### src/rtl/assert_macros.svh
// Assertion macros for the header pool RTL; phpr_dp includes them.
// Define ASSERT_OFF to compile every check away.
`ifndef ASSERT_MACROS_SVH
`define ASSERT_MACROS_SVH

`ifndef ASSERT_OFF
// Check a property on every rising clock edge outside reset.
`define ASSERT_CLK(lbl, clk, rstn, prop, msg) \
  lbl: assert property (@(posedge clk) disable iff (!(rstn)) (prop)) else $error(msg);
// Check a property on every rising clock edge, reset included.
`define ASSERT_ALWAYS(lbl, clk, prop, msg) \
  lbl: assert property (@(posedge clk) (prop)) else $error(msg);
`else
`define ASSERT_CLK(lbl, clk, rstn, prop, msg)
`define ASSERT_ALWAYS(lbl, clk, prop, msg)
`endif

`endif

### src/rtl/phpr_pkg.sv
// Shared constants and types of the packet header pool.
// No dependencies.
`default_nettype none

package phpr_pkg;

  localparam int DEFAULT_ENTRIES = 64;

  localparam int CMD_W    = 2;
  localparam int STATUS_W = 2;
  localparam int DATA_W   = 32;
  localparam int LEN_W    = 16;
  localparam int META_W   = 32;
  localparam int SUBS_W   = 8;

  // Command codes; code 3 is a no-op.
  localparam logic [CMD_W-1:0] CMD_ALLOC = 2'd0;
  localparam logic [CMD_W-1:0] CMD_FREE  = 2'd1;
  localparam logic [CMD_W-1:0] CMD_ACK   = 2'd2;

  localparam logic [STATUS_W-1:0] STATUS_OK    = 2'd0;
  localparam logic [STATUS_W-1:0] STATUS_EMPTY = 2'd1;
  localparam logic [STATUS_W-1:0] STATUS_FULL  = 2'd2;

  // One stored header entry.
  typedef struct packed {
    logic [SUBS_W-1:0] refs;
    logic [META_W-1:0] meta;
    logic [LEN_W-1:0]  length;
    logic [DATA_W-1:0] data;
  } phpr_entry_t;

  // Controller to datapath commands.
  typedef struct packed {
    logic init_wr;  // write one link of the reset chain
    logic capture;  // latch the accepted item and start the reads
    logic exec;     // apply the item and load the result register
  } phpr_cmd_t;

  // Datapath to controller status.
  typedef struct packed {
    logic init_last; // the last link of the reset chain is being written
  } phpr_sts_t;

endpackage

`default_nettype wire

### src/rtl/phpr_ctrl.sv
// Sequencer of the header pool: reset link pass, accept, execute.
// Depends on phpr_pkg.
`default_nettype none

module phpr_ctrl (
  input  logic                clk,
  input  logic                rst_n,
  input  logic                in_valid,
  output logic                in_ready,
  output logic                out_valid,
  input  logic                out_ready,
  input  phpr_pkg::phpr_sts_t sts,
  output phpr_pkg::phpr_cmd_t cmd
);
  import phpr_pkg::*;

  typedef enum logic [1:0] {
    ST_INIT,
    ST_IDLE,
    ST_EXEC
  } state_t;

  state_t state_r, state_nxt;
  logic   out_valid_r, out_valid_nxt;

  always_comb begin
    state_nxt = state_r;
    in_ready  = 1'b0;
    cmd       = '0;
    case (state_r)
      ST_INIT: begin
        cmd.init_wr = 1'b1;
        if (sts.init_last) begin
          state_nxt = ST_IDLE;
        end
      end
      ST_IDLE: begin
        in_ready = 1'b1;
        if (in_valid) begin
          cmd.capture = 1'b1;
          state_nxt   = ST_EXEC;
        end
      end
      ST_EXEC: begin
        // hold until the result register is free
        if (!out_valid_r || out_ready) begin
          cmd.exec  = 1'b1;
          state_nxt = ST_IDLE;
        end
      end
      default: state_nxt = ST_INIT;
    endcase
    if (cmd.exec) begin
      out_valid_nxt = 1'b1;
    end else if (out_ready) begin
      out_valid_nxt = 1'b0;
    end else begin
      out_valid_nxt = out_valid_r;
    end
  end

  always_ff @(posedge clk) begin
    if (!rst_n) begin
      state_r     <= ST_INIT;
      out_valid_r <= 1'b0;
    end else begin
      state_r     <= state_nxt;
      out_valid_r <= out_valid_nxt;
    end
  end

  assign out_valid = out_valid_r;

endmodule

`default_nettype wire

### config.mk
export PLATFORM = sky130hd
export DESIGN_NAME = phpr_ctrl
export DESIGN_NICKNAME = d
export VERILOG_FILES = /design/src/rtl/assert_macros.svh /design/src/rtl/phpr_pkg.sv /design/src/rtl/phpr_ctrl.sv
export SDC_FILE = /design/constraint.sdc
export NUM_CORES = 1
export LEC_CHECK = 0
export ABC_AREA = 0
export BUFFER_PORTS_ARGS = -buffer_cell sky130_fd_sc_hd__buf_2
export CAP_MARGIN = 15
export CORE_AREA = 2 2 39 41
export DETAILED_ROUTE_END_ITERATION = 10
export DIE_AREA = 0 0 41 43
export SKIP_LAST_GASP = 1
export SYNTH_ARGS = -nofsm -noshare
export SYNTH_HDL_FRONTEND = slang
export SYNTH_SLANG_ARGS = --single-unit
### constraint.sdc
create_clock -name clk -period 1.34 [get_ports clk]
set_clock_uncertainty 0.1 [all_clocks]
set_input_delay 0.268 -clock clk [delete_from_list [all_inputs] [get_ports clk]]
set_output_delay 0.268 -clock clk [all_outputs]
set_load 0.01 [all_outputs]
# [Word-level counts from Yosys, hierarchy flattened]
# Cells that the tools add are included.
# W data, S select, Z words.
[totals] wordCells=24 register_bits=3 in_bits=5
[op_classes] n_reduce_logical=5 muxes=12 n_eq_ne=5
[ops] cell="$mux W1" n=8
[ops] cell="$mux W2" n=3
[ops] cell="$ne A2 B2 Y1 const B" n=3
[ops] cell="$pmux W2 S3" n=1
[ops] cell="$reduce_and A3 Y1" n=1
[ops] cell="$eq A2 B1 Y1 const B" n=1
[ops] cell="$eq A2 B2 Y1 const B" n=1
[ops] cell="$logic_not A2 Y1" n=1
[ops] cell="$reduce_bool A2 Y1" n=1
[ops] cell="$logic_not A1 Y1" n=1
[ops] cell="$logic_or A1 B1 Y1" n=1

# [Depth between registers and ports, before layout]
[logic_depth] word_depth=5 ltp_mapped=3 depth_no_buf=2

# [Worst setup path before layout]
# No wires, ideal clock.
[synth_timing] path_kind="register -> output" start="register state_r[0]" end="output port cmd[0] (netlist name)" stages_incl_launch_ff=4 path_slack_ns=0.267 t_arrival_ns=0.705 path_cell_list="dfxtp_1 -> nand2b_1 -> nor2b_1 -> buf_4"
[synth_rtl] item="from (decl)" line="phpr_ctrl.sv:23" source="state_t state_r, state_nxt;"
[synth_rtl] item="from (signal assigned)" line="phpr_ctrl.sv:67" source="state_r <= state_nxt;"
[synth_rtl] item="to (decl)" line="phpr_ctrl.sv:13" source="output phpr_pkg::phpr_cmd_t cmd"

==> impl_metrics.toml <==
[status]
status = "finished, final reports clean"

[finish]
fillers = 158
fin_util_pct = 20.16
final_cells = 46
seqCellArea_sq_um = 65.06
nNetsFinal = 36
syn2layout_area_growth_pct = 58.16
drive_gt1_share_pct = 56.67
diodes = 0
final_cell_area_sq_um = 279.0
multiInputGateArea_sq_um = 112.6

[global_route]
grt_pass1_wl_um = 538
grt_start_max_net_pins = 9
antenna_found_initial = 0
track_usage_pct = 5.316
grt_pass1_vias = 173
grt_overflow = 0

[placed_design]
place_inst = 42
hpwl_um = 282.1
dpl-instance-area_sq_um = 234.0
place_ws_ns = 0.1974
gp_congestion = 0.5511
port_buffers = 9

[setup_path]
r2r_cells = 2
worstSetupStartpoint = "state_r[1]$_SDFFE_PN0P_"
crit_buf_inv = 1
cpLargestDelayFamily = "flip-flops"
crit_slowest_cell = "dfxtp_4"
critPathMaxStageDelay_ns = 0.36
worstPathMaxFanout = 8
timing.rr.end = "state_r[0]$_SDFFE_PN0P_"
ff2ff_setup_slack_ns = 0.35
crit_chain = "and3b_1 -> buf_2"
crit_path_start_kind = "flip-flop"
reg2reg_from = "state_r[1]$_SDFFE_PN0P_"
cp.required_ns = 0.97
endpoint = "cmd[1]"
crit_type = "reg2out"
cp-end-kind = "primary output"
crit_arrival_ns = 0.95
cp.depth = 2

[route]
wl_per_cell_um = 8.239
ant_nets = 0
wirelength_um = 379
vias = 171
drc_errors = 0
viasPerCell = 3.717
first_pass_iters = 1
first_iter_violations = 0

[hold_path]
hold_class = "in2reg"

[synthesis]
ys.flop_type = "dfxtp_1"
synth_area_sq_um = 176.4
synth_top_area_cell = "dfxtp_1"
synth_commonest_cells = "dfxtp_1, and3b_1, nand2b_1, nor2_1"
async_reset_ff_share_pct = 0
synthesis.nets = 23
yosysWarnings = 0
synth_top_area_share_pct = 34.04
seq_area_frac_synth_pct = 34.04
synth-edff-count = 0
ys_ff_latch = 3
post-synth-top-count-cell = "dfxtp_1"
ys_top_cells_by_area = "dfxtp_1, and3b_1, o41ai_2"
ys_types = 13
avgSynthCellArea_sq_um = 9.801
synthCells = 18

[clocking]
numClockSinks = 3
numCtsBuffers = 3
cts_tree = "yes"
ctsHtreeMaxLevel = 1
path_clk_slew_ns = 0.04
cts_buffer_depth = 2
root_buffer = "clkbuf_4"
postCtsHoldBufs = 0
worstSkewPairLatency_ns = 0.23

[floorplan]
fp.coreArea_sq_um = 1384
die_h_um = 43
rows = 14
boundaryPins = 10
die_area_sq_um = 1763
die_w_um = 41
start_util_pct = 12.75

[sta]
rsz0062_at_grt = "yes"
whs_ns = 0.1703
relSlewSlack_pct = 85.28
slew_violations = 0
min_period_ns = 1.316
fmax_mhz = 760.1
final.setup.tns_ns = 0
setup_slack_ns = 0.02439
setup_viol_count_final = 0
worstMarginPinSlew_ns = 0.2184
finalCritPeriodShare_pct = 98.18
hold_viol = 0

[power_and_ir_drop]
finalPower_mw = 0.3073
power_leakage_nw = 0.1367
p_per_area_nw_per_um2 = 1101
ir_drop_v = 0.0002587

[job]
drv_cap = 0
==> how the worst min path moves through the flow <==
stage / cells after the start / slack [ns] / end / start
final: 2 / 0.17 / state_r[1]$_SDFFE_PN0P_ / rst_n
after CTS: 2 / 0.16 / state_r[1]$_SDFFE_PN0P_ / rst_n
after global placement: 2 / 0.41 / state_r[1]$_SDFFE_PN0P_ / rst_n
after floorplan: 1 / 0.29 / state_r[1]$_SDFFE_PN0P_ / rst_n
after detailed placement: 2 / 0.41 / state_r[1]$_SDFFE_PN0P_ / rst_n
after global routing: 2 / 0.18 / state_r[1]$_SDFFE_PN0P_ / rst_n
==> timing repair <==
item,CTS,global route
hold endpoints to repair,0,0
buffers inserted,0,0
endpoints found under the setup margin,3,2
gates resized for setup,2,3
==> report_power, final <==
part	total [mW]	switching (mW)	internal, mW
Clock	0.157	0.0450	0.111
Sequential	0.103	0.00846	0.0945
Combinational	0.0478	0.0184	0.0294
==> area by class of cell <==
cell class | instances | share of cell area, %
Tap cell | 16 | 7.175
Sequential cell | 3 | 23.32
Multi-Input combinational cell | 13 | 40.36
Inverter | 1 | 1.345
Clock buffer | 4 | 9.417
Timing Repair Buffer | 9 | 18.39
==> registers in the layout, indices dropped and copies added, names as in the netlist <==
signal / count
state_r: 2
out_valid: 1
==> worst reg2reg max path: cells and delay by family (launching register included) <==
family / cells / cell delay, ns
simple gates: 1 / 0.17
compound gates: 1 / 0.26
flops: 1 / 0.36
==> logic make-up (layout without fill, tap and decap cells) <==
family / Yosys count / after routing / share of synthesized area (%)
AO/OA/AOI/OAI: 3 / 3 / 16.31
AND/OR/NAND/NOR: 10 / 10 / 43.27
flip-flops: 3 / 3 / 34.04
buffers and inverters: 2 / 14 / 6.383
==> layout by cell type (no fill, tap or decap), drive strengths merged <==
| cell | n |
|---|---|
| and3b | 2 |
| clkbuf | 4 |
| nand4bb | 1 |
| dfxtp | 3 |
| o21a | 1 |
| and2b | 1 |
| nor2 | 2 |
| a21oi | 1 |
| inv | 1 |
| and4bb | 1 |
| buf | 9 |
| nand2b | 2 |
| nor2b | 1 |
| o41ai | 1 |
==> layer usage <==
layer  GRT usage, %  vias to the layer above  wire length [um]
met5              0                        -                 0
met4          8.000                        0                 6
met3          3.141                        2                31
met2          8.125                        5               194
met1          2.885                       75               146
li1               -                       89                 -
Power figures use the tool's default switching activity.
